==> config.mk <==
export PLATFORM = sky130hd
export DESIGN_NAME = lru_key_value_cache
export DESIGN_NICKNAME = d
export VERILOG_FILES = /design/src/rtl/core/lkvc_pkg.sv /design/src/rtl/core/lru_key_value_cache.sv
export SDC_FILE = /design/constraint.sdc
export NUM_CORES = 2
export LEC_CHECK = 0
export BUFFER_PORTS_ARGS = -buffer_cell sky130_fd_sc_hd__buf_2
export CAP_MARGIN = 0
export CORE_MARGIN = 4
export CORE_UTILIZATION = 68
export DETAILED_ROUTE_END_ITERATION = 6
export PLACE_DENSITY = 0.85
export SYNTH_ARGS = -nofsm -noshare
export SYNTH_HDL_FRONTEND = slang
export SYNTH_SLANG_ARGS = --single-unit
==> constraint.sdc <==
create_clock -name clk -period 16.2 [get_ports clk]
set_clock_uncertainty 0.1 [all_clocks]
set_input_delay 0.81 -clock clk [delete_from_list [all_inputs] [get_ports clk]]
set_output_delay 0.81 -clock clk [all_outputs]
set_load 0.02 [all_outputs]
==> src/rtl/core/lkvc_pkg.sv <==
// lkvc_pkg: shared constants and item types for the lru key-value cache
`timescale 1ns / 1ps
package lkvc_pkg;

  // number of entries in the store
  localparam int ENTRIES = 16;
  // entry index, recency rank and fill count widths
  localparam int IDX_W   = (ENTRIES > 1) ? $clog2(ENTRIES) : 1;
  localparam int RANK_W  = IDX_W;
  localparam int CNT_W   = $clog2(ENTRIES + 1);

  // fixed field widths
  localparam int KEY_W   = 32;
  localparam int VALUE_W = 32;
  localparam int CAP_W   = 5;
  localparam logic [CAP_W-1:0] CAP_RESET = CAP_W'(16);

  // request codes
  localparam logic REQ_GET = 1'b0;
  localparam logic REQ_PUT = 1'b1;

  // input item
  typedef struct packed {
    logic               req_type;
    logic [KEY_W-1:0]   key;
    logic [VALUE_W-1:0] value;
  } lkvc_req_t;

  // result item
  typedef struct packed {
    logic               hit;
    logic [VALUE_W-1:0] read_value;
  } lkvc_rsp_t;

endpackage

==> src/rtl/core/lru_key_value_cache.sv <==
// lru_key_value_cache: fully associative key-value store with lru replacement
`timescale 1ns / 1ps
//
// Usage
// - input channel: an item (get or put, key, value) is taken on a rising edge
//   where start is high and busy is low. busy is high during reset and until the
//   first edge after it, then stays low, so one item can be taken every cycle.
// - result channel: every item gives one result (hit flag, read value) shown
//   for exactly one cycle with out_valid high. The receiver cannot stall.
// - pipeline: the item is registered in the input register, then looked up and
//   the store updated in one pass; its result is registered in the result
//   register and shown from there.
// - throughput: one item per cycle once busy is low, set by the parallel key
//   compare and rank update across all 16 entries.
// - configuration: cfg_data sets the capacity (0 acts as 1, above 16 acts as
//   16). cfg_ready is always high; write only while the block is idle.
// - reset (synchronous, rst_n low): the store empties, capacity returns to 16
//   and any item in flight is dropped.
//
module lru_key_value_cache (
  input  logic                     clk,
  input  logic                     rst_n,
  // input channel
  input  logic                     start,
  output logic                     busy,
  input  lkvc_pkg::lkvc_req_t      in_req,
  // result channel
  output logic                     out_valid,
  output lkvc_pkg::lkvc_rsp_t      out_rsp,
  // configuration channel
  input  logic                     cfg_valid,
  output logic                     cfg_ready,
  input  logic [lkvc_pkg::CAP_W-1:0] cfg_data
);
  import lkvc_pkg::*;

  // input register
  logic       s1_valid_r;
  lkvc_req_t  s1_req_r;
  logic       busy_r;

  // store state
  logic [KEY_W-1:0]   key_r   [ENTRIES];
  logic [VALUE_W-1:0] value_r [ENTRIES];
  logic [ENTRIES-1:0] valid_r, valid_nxt;
  logic [RANK_W-1:0]  rank_r  [ENTRIES];
  logic [RANK_W-1:0]  rank_nxt[ENTRIES];
  logic [CNT_W-1:0]   count_r, count_nxt;
  logic [CAP_W-1:0]   capacity_r;

  // result register
  logic       out_valid_r;
  lkvc_rsp_t  out_rsp_r, out_rsp_nxt;

  // lookup signals
  logic [ENTRIES-1:0] match;
  logic [ENTRIES-1:0] is_lru;
  logic               found;
  logic               full;
  logic               is_put;
  logic [IDX_W-1:0]   hit_idx, lru_idx, free_idx, tgt_idx;
  logic [RANK_W-1:0]  tgt_rank;
  logic [RANK_W-1:0]  lru_rank;
  logic [CNT_W-1:0]   eff_cap;
  logic               touch_en, ins_en, store_we;

  assign busy      = busy_r;
  assign cfg_ready = 1'b1;
  assign out_valid = out_valid_r;
  assign out_rsp   = out_rsp_r;

  // input register and busy flag
  always_ff @(posedge clk) begin
    if (!rst_n) begin
      s1_valid_r <= 1'b0;
      busy_r     <= 1'b1;
    end else begin
      s1_valid_r <= start && !busy_r;
      busy_r     <= 1'b0;
    end
  end

  always_ff @(posedge clk) begin
    if (start && !busy_r) begin
      s1_req_r <= in_req;
    end
  end

  // capacity register
  always_ff @(posedge clk) begin
    if (!rst_n) begin
      capacity_r <= CAP_RESET;
    end else if (cfg_valid && cfg_ready) begin
      capacity_r <= cfg_data;
    end
  end

  // effective capacity, clamped to 1..ENTRIES
  always_comb begin
    if (capacity_r == '0) begin
      eff_cap = CNT_W'(1);
    end else if (32'(capacity_r) > 32'(ENTRIES)) begin
      eff_cap = CNT_W'(ENTRIES);
    end else begin
      eff_cap = CNT_W'(capacity_r);
    end
  end

  assign full     = 32'(count_r) >= 32'(eff_cap);
  assign is_put   = (s1_req_r.req_type == REQ_PUT);
  assign lru_rank = RANK_W'(count_r - CNT_W'(1));

  // parallel key compare, lru pick and free slot search
  always_comb begin
    hit_idx  = '0;
    lru_idx  = '0;
    free_idx = '0;
    for (int i = 0; i < ENTRIES; i++) begin
      match[i]  = valid_r[i] && (key_r[i] == s1_req_r.key);
      is_lru[i] = valid_r[i] && (rank_r[i] == lru_rank);
    end
    for (int i = ENTRIES - 1; i >= 0; i--) begin
      if (match[i]) begin
        hit_idx = IDX_W'(i);
      end
      if (is_lru[i]) begin
        lru_idx = IDX_W'(i);
      end
      if (!valid_r[i]) begin
        free_idx = IDX_W'(i);
      end
    end
    found = |match;
  end

  // choose the entry this item works on
  always_comb begin
    if (found) begin
      tgt_idx = hit_idx;
    end else if (full) begin
      tgt_idx = lru_idx;
    end else begin
      tgt_idx = free_idx;
    end
    tgt_rank = rank_r[tgt_idx];
    touch_en = s1_valid_r && (found || (is_put && full));
    ins_en   = s1_valid_r && is_put && !found && !full;
    store_we = s1_valid_r && is_put;
  end

  // rank, valid and count update
  always_comb begin
    valid_nxt = valid_r;
    count_nxt = count_r;
    for (int i = 0; i < ENTRIES; i++) begin
      rank_nxt[i] = rank_r[i];
      if (touch_en) begin
        if (IDX_W'(i) == tgt_idx) begin
          rank_nxt[i] = '0;
        end else if (valid_r[i] && (rank_r[i] < tgt_rank)) begin
          rank_nxt[i] = rank_r[i] + RANK_W'(1);
        end
      end else if (ins_en) begin
        if (IDX_W'(i) == tgt_idx) begin
          rank_nxt[i]  = '0;
          valid_nxt[i] = 1'b1;
        end else if (valid_r[i]) begin
          rank_nxt[i] = rank_r[i] + RANK_W'(1);
        end
      end
    end
    if (ins_en) begin
      count_nxt = count_r + CNT_W'(1);
    end
  end

  // result for this item
  always_comb begin
    out_rsp_nxt.hit = found;
    if (is_put) begin
      out_rsp_nxt.read_value = s1_req_r.value;
    end else if (found) begin
      out_rsp_nxt.read_value = value_r[hit_idx];
    end else begin
      out_rsp_nxt.read_value = '0;
    end
  end

  // control state
  always_ff @(posedge clk) begin
    if (!rst_n) begin
      valid_r     <= '0;
      count_r     <= '0;
      out_valid_r <= 1'b0;
      for (int i = 0; i < ENTRIES; i++) begin
        rank_r[i] <= '0;
      end
    end else begin
      valid_r     <= valid_nxt;
      count_r     <= count_nxt;
      out_valid_r <= s1_valid_r;
      for (int i = 0; i < ENTRIES; i++) begin
        rank_r[i] <= rank_nxt[i];
      end
    end
  end

  // key and value stores, result payload
  always_ff @(posedge clk) begin
    if (store_we) begin
      key_r[tgt_idx]   <= s1_req_r.key;
      value_r[tgt_idx] <= s1_req_r.value;
    end
    if (s1_valid_r) begin
      out_rsp_r <= out_rsp_nxt;
    end
  end

  // checks
  a_count_matches_valid: assert property (@(posedge clk) disable iff (!rst_n)
    32'($countones(valid_r)) == 32'(count_r))
    else $error("fill count differs from number of valid entries");

  a_count_in_range: assert property (@(posedge clk) disable iff (!rst_n)
    32'(count_r) <= 32'(ENTRIES))
    else $error("fill count above entry total");

  a_unique_match: assert property (@(posedge clk) disable iff (!rst_n)
    $onehot0(match))
    else $error("key present in more than one valid entry");

  a_one_result_per_item: assert property (@(posedge clk) disable iff (!rst_n)
    s1_valid_r |=> out_valid_r)
    else $error("registered item gave no result");
endmodule

After elaboration in Yosys (flattened, before gate mapping)
Memories as Yosys holds them, arrays and structs flattened.
Index checks and enable logic that the tools add are counted.
{"block": "word_totals", "reg_bits": 127, "mem_bits_rw": 1088, "out_inout_bits": 36, "memories": 3}
{"block": "classes", "addsub": 18, "magnitude_cmp": 18, "n_eq_ne": 47, "mux": 170, "bitwise_logic": 17, "reduce_logical": 77}
{"memory": "key_r", "depth": 16, "word_bits": 32, "read_ports": 16, "rd_clocked_by_memory_dff": 0, "write_ports": 1, "line_no": "lru_key_value_cache.sv:43", "rtl": "logic [KEY_W-1:0] key_r [ENTRIES];"}
{"memory": "value_r", "depth": 16, "word_bits": 32, "read_ports": 1, "rd_clocked_by_memory_dff": 0, "write_ports": 1, "line_no": "lru_key_value_cache.sv:44", "rtl": "logic [VALUE_W-1:0] value_r [ENTRIES];"}
{"memory": "rank_r", "depth": 16, "word_bits": 4, "read_ports": 17, "rd_clocked_by_memory_dff": 0, "write_ports": 16, "line_no": "lru_key_value_cache.sv:46", "rtl": "logic [RANK_W-1:0] rank_r [ENTRIES];"}
{"cell": "$mux 4", "count": 162}
{"cell": "$eq 32x32->1", "count": 16}
{"cell": "$add 4x1->4 const B", "count": 16}
{"cell": "$eq 4x4->1", "count": 16}
{"cell": "$lt 4x4->1", "count": 16}
{"cell": "$mux 32", "count": 2}
{"cell": "$logic_and 1x1->1", "count": 54}
{"cell": "$reduce_and 3->1", "count": 16}
{"cell": "$eq 4x4->1 const A", "count": 8}
{"cell": "$eq 3x4->1 const A", "count": 4}
{"cell": "$or 1x1->1", "count": 16}
{"cell": "$reduce_or 16->1", "count": 1}
{"cell": "$mux 5", "count": 2}
{"cell": "$eq 2x4->1 const A", "count": 2}
{"cell": "$add 5x1->5 const B", "count": 1}
{"cell": "$ge 5x5->1", "count": 1}
{"cell": "$gt 5x5->1 const B", "count": 1}
{"cell": "$logic_not 5->1", "count": 1}
{"cell": "$eq 1x4->1 const A", "count": 1}
{"cell": "$logic_not 4->1", "count": 1}
{"cell": "$mux 1", "count": 4}
{"cell": "$sub 4x1->4 const B", "count": 1}
{"cell": "$logic_not 1->1", "count": 3}
{"cell": "$logic_or 1x1->1", "count": 1}
{"cell": "$not 1->1", "count": 1}

Logic depth before layout (Yosys ltp)
An unclocked memory read counts as a cell.
{"block": "logic_depth", "ltp_word": 28, "mapped_depth": 32, "ltp_nobuf": 28}

Least setup slack after synthesis
No wires, ideal clock.
{"block": "synth_timing", "kind": "register -> register", "from": "register count_r[0]", "to": "memory key_r[13][0], enable pin", "arrival_ns": 7.927, "required_time_ns": 15.536, "slack_ns": 7.609, "path_stages_with_launch": 18, "n_path_buf": 5, "cell_sequence": "dfxtp_1 -> buf_4 -> buf_2 -> inv_1 -> ha_1 -> buf_2 -> buf_2 -> xor2_1 -> nand4_1 -> or2_0 -> a2111o_1 -> a211oi_1 -> a311o_1 -> nand2_1 -> nand2_1 -> clkbuf_1 -> nand2_1 -> nor3_1"}
{"block": "synth_via", "elab_chain_len": 21, "word_cells_on_any_way": 52}
{"element": "from (decl)", "line_no": "lru_key_value_cache.sv:48", "rtl": "logic [CNT_W-1:0] count_r, count_nxt;"}
{"element": "from (signal assigned)", "line_no": "lru_key_value_cache.sv:200", "rtl": "count_r <= count_nxt;"}
{"element": "$sub 4x1->4 (*)", "line_no": "lru_key_value_cache.sv:111", "rtl": "assign lru_rank = RANK_W'(count_r - CNT_W'(1));"}
{"element": "net lru_rank[0]", "line_no": "lru_key_value_cache.sv:63", "rtl": "logic [RANK_W-1:0] lru_rank;"}
{"element": "$eq 4x4->1", "line_no": "lru_key_value_cache.sv:120", "rtl": "is_lru[i] = valid_r[i] && (rank_r[i] == lru_rank);"}
{"element": "$logic_and 1x1->1", "line_no": "lru_key_value_cache.sv:120"}
{"element": "$mux 4 (15 in series)", "line_no": "lru_key_value_cache.sv:126", "rtl": "if (is_lru[i]) begin"}
{"element": "$mux 4 (*)", "line_no": "lru_key_value_cache.sv:126"}
{"element": "$mux 4 (*)", "line_no": "lru_key_value_cache.sv:140", "rtl": "end else if (full) begin"}
{"element": "$mux 4 (*)", "line_no": "lru_key_value_cache.sv:138", "rtl": "if (found) begin"}
{"element": "to (decl)", "line_no": "lru_key_value_cache.sv:43"}
Mark *: on every way through the listed nets, which the timed path passes. The rest lies on a longest branch.

==> out/qor.csv <==
metric,value,unit
clk_latency,0.71,ns
path_buf_inv,2,
hold_viol,0,
path_cells,buf_4 -> xor2_1 -> nor4_1 -> nand4_1 -> or4_1 -> nand4_1 -> o2111ai_1 -> a311oi_4 -> buf_12 -> or2_2 -> nand2_1 -> and3_1 -> a211oi_1 -> a211oi_1 -> a31o_2 -> ha_1 -> a21oi_1 -> nor2b_1 -> nor4b_1 -> nand2_1 -> o21ai_0 -> and3_1 -> o2bb2ai_1 -> a22o_1,
syn-num-nets,4091,
cts_tree,done,
max_freq,128.9,MHz
clk_pin_slew,0.07,ns
start_util,68.41,%
synth_top_area_share,61.24,%
drt-initial-drc-count,4404,
tns,0,ns
synth_fa_ha_area_share,1.615,%
status,"complete, but fails checks",
fin_crit_sh,47.90,%
final_util,74.88,%
synth_compound_area_share,6.318,%
die_x,292.4,um
critPathMaxFanout,257,
portBuffers,108,
ys_top_cells_by_area,"edfxtp_1 (61%), xor2_1 (7.2%), dfxtp_1 (3.4%)",
clk_root_buffer_cell,clkbuf_16,
numPlacedInstances,4997,
startpoint_type,flip-flop,
peakVddDrop,0.09329,mV
synthesis.area,55020,um^2
cts_setup_buffers,0,
r2r_cells,24,
numCtsBuffers,116,
async_flop_share,0,%
holdPathStages,1,
hold_path.class,in2reg,
synth_area_leader_cell,edfxtp_1,
relSlewSlack,10.79,%
yosysWarnings,0,
max_cap_viol_count,0,
grt_max_degree,258,
slowest_stage,edfxtp_1,
postCtsHoldBufs,0,
p_leak,19.57,nW
synth_seq_cells,1215,
cp_data_arrival_time,8.30,ns
finalNetCount,4200,
gp_congestion,0.9914,
dp_hpwl,80360,um
setup_viol,0,
ys_seq_area_share,64.62,%
synth_top_family_by_area,XOR/XNOR gates,
synth.distinct_cells,87,
synth-xor-area-share,10.05,%
drc,4,
wl,140400,um
rsz0062_at_grt,no,
max_slew.worst_pin.slew,1.338,ns
cp.depth,24,
synth_mux_area_share,5.297,%
maxSlewViolCount,0,
grt-ovfl-total,0,
path_class,reg2reg,
syn_avg_cell_area,13.94,um^2
antenna_found_initial,2,
ctsLongestPathBuffers,3,
cp-end-kind,flip-flop,
ant_nets,0,
grt_util_all_layers,32.32,%
grt_pass1_vias,34350,
rrSetupSlack,8.44,ns
die_h,292.4,um
fin_cells,5210,
cts_resized,0,
violations,DRC,
crit_family,simple AND/OR/NAND/NOR gates,
routedWlPerCell,26.94,um
grt_pass1_wl,209200,um
ys.flop_type,edfxtp_1,
slowest_delay,0.84,ns
synth-simple-area-share,9.715,%
coreArea,80420,um^2
dieArea,85520,um^2
rows,104,
cts.sinks,1215,
area_growth,9.459,%
htreeDepth,3,
pre_cts_slack,8.510,ns
detail_route.first_pass.iterations,7,
drive_above_1_share,12.80,%
power_density,104.4,nW/um^2
setup_ws,8.440,ns
required,16.74,ns
vias_per_cell,6.672,
vias,34760,
synth-edff-count,1122,
num_io_pins,110,
synthCells,3946,
fin_crit,7.760,ns
holdWs,0.1854,ns
==> cell type report <==
cell class	count	area (um^2)
flip-flops and latches	1215	35560
fillers	4863	20200
multi-input cells	2489	18330
clock buffers	144	3072
well taps	1060	1326
repair buffers	196	1214
clock inverters	66	578.1
inverters	37	138.9
diodes	3	7.507
==> kinds of logic after synthesis <==
kind of cell	after synthesis
AO/OA/AOI/OAI	539
XOR/XNOR	587
adder cells (fa/ha/maj)	71
buffers and inverters	242
flip-flops	1215
multiplexers	275
other	1
AND/OR/NAND/NOR	1016
==> power by group <==
group / leakage (nW) / internal, mW / total (mW) / switching (mW)
clock network: 1.78 / 1.48 / 2.63 / 1.15
registers: 10.9 / 3.43 / 3.45 / 0.0186
logic: 6.91 / 0.0611 / 0.207 / 0.146
==> cell usage in the layout, fill, tap and decap left out, types with 14 or more instances in the layout <==
cell type	synthesis	routed
nor2_1	122	108
nand2_1	292	292
mux2i_1	146	146
dfxtp_1	93	92
nand4b_1	23	23
clkinv_1	0	29
buf_4	31	87
and3_1	16	16
nand3_1	94	94
a21oi_1	59	58
a31oi_1	19	19
ha_1	71	71
xnor2_1	104	104
nor3_1	60	58
inv_1	37	37
xnor3_1	22	22
o21ai_0	212	209
nand2b_1	20	20
mux2_2	129	129
nor4_1	191	191
o211ai_1	111	111
nor2b_1	15	14
nand4_1	84	84
or3_1	14	14
clkinv_2	0	18
o21a_1	19	19
nor4b_1	21	21
xor2_1	455	455
clkbuf_1	96	25
edfxtp_1	1122	1122
a211oi_1	18	18
nor2_4	0	14
or4_1	15	15
clkbuf_16	0	119
buf_2	17	108
==> stage by stage <==
| stage | area, um^2 | power (mW) |
|---|---|---|
| 6_report | 60220 | 6.285 |
| 5_1_grt | 60210 | 6.454 |
| 4_1_cts | 60210 | 6.299 |
| 3_5_place_dp | 56560 | 3.713 |
| 3_3_place_gp | 56560 | 3.707 |
| 2_1_floorplan | 55020 | 3.639 |
==> cell usage after synthesis, types with 14 or more instances <==
library cell and instances:
dfxtp_1 93, mux2_2 129, buf_2 17, ha_1 71, nand2b_1 20, buf_4 31
nor4b_1 21, o21a_1 19, nand4_1 84, buf_6 35, a211oi_1 18, nor2_1 122
xor2_1 455, xnor2_1 104, edfxtp_1 1122, buf_1 26, xnor3_1 22, a31oi_1 19
or4_1 15, nor3_1 60, o211ai_1 111, o21ai_0 212, nor4_1 191, nand4b_1 23
inv_1 37, or3_1 14, nor2b_1 15, clkbuf_1 96, and3_1 16, a21oi_1 59
nand3_1 94, mux2i_1 146, nand2_1 292
==> registers in the layout (all words and copies together) (netlist names) <==
name        count
is_put          1
s1_req_r       64
capacity_r      5
s1_valid_r      1
out_rsp        33
key_r         512
out_valid       1
valid_r        16
busy            1
value_r       512
count_r         5
rank_r         64
==> worst register-to-register path, delay by kind of cell, from the launching register on <==
kind,cells,cell delay (ns)
DFF,1,0.84
xor gates and xnor gates,1,0.13
AOI/OAI and AO/OA,9,2.30
buffers and inverters,2,1.04
and+or+nand+nor,11,3.04
adders and majority gates,1,0.26
==> metal layers <==
| layer | track usage (%) | up-vias | share of wire [%] |
|---|---|---|---|
| met5 | 0 | - | 0.0093 |
| met4 | 12.63 | 2 | 3.9 |
| met3 | 5.891 | 348 | 10 |
| met2 | 51.65 | 2092 | 47 |
| met1 | 44.89 | 17100 | 39 |
| li1 | - | 15220 | - |
==> final timing paths <==
path / from / endpoint
worst max-delay path: s1_req_r[47] / rank_r[12][3]
worst min-delay path: in_req[31] / s1_req_r[31]
worst max register to register: s1_req_r[47] / rank_r[12][3]
worst min register to register: rank_r[5][3] / rank_r[5][3]
Power figures use the tool's default switching activity.
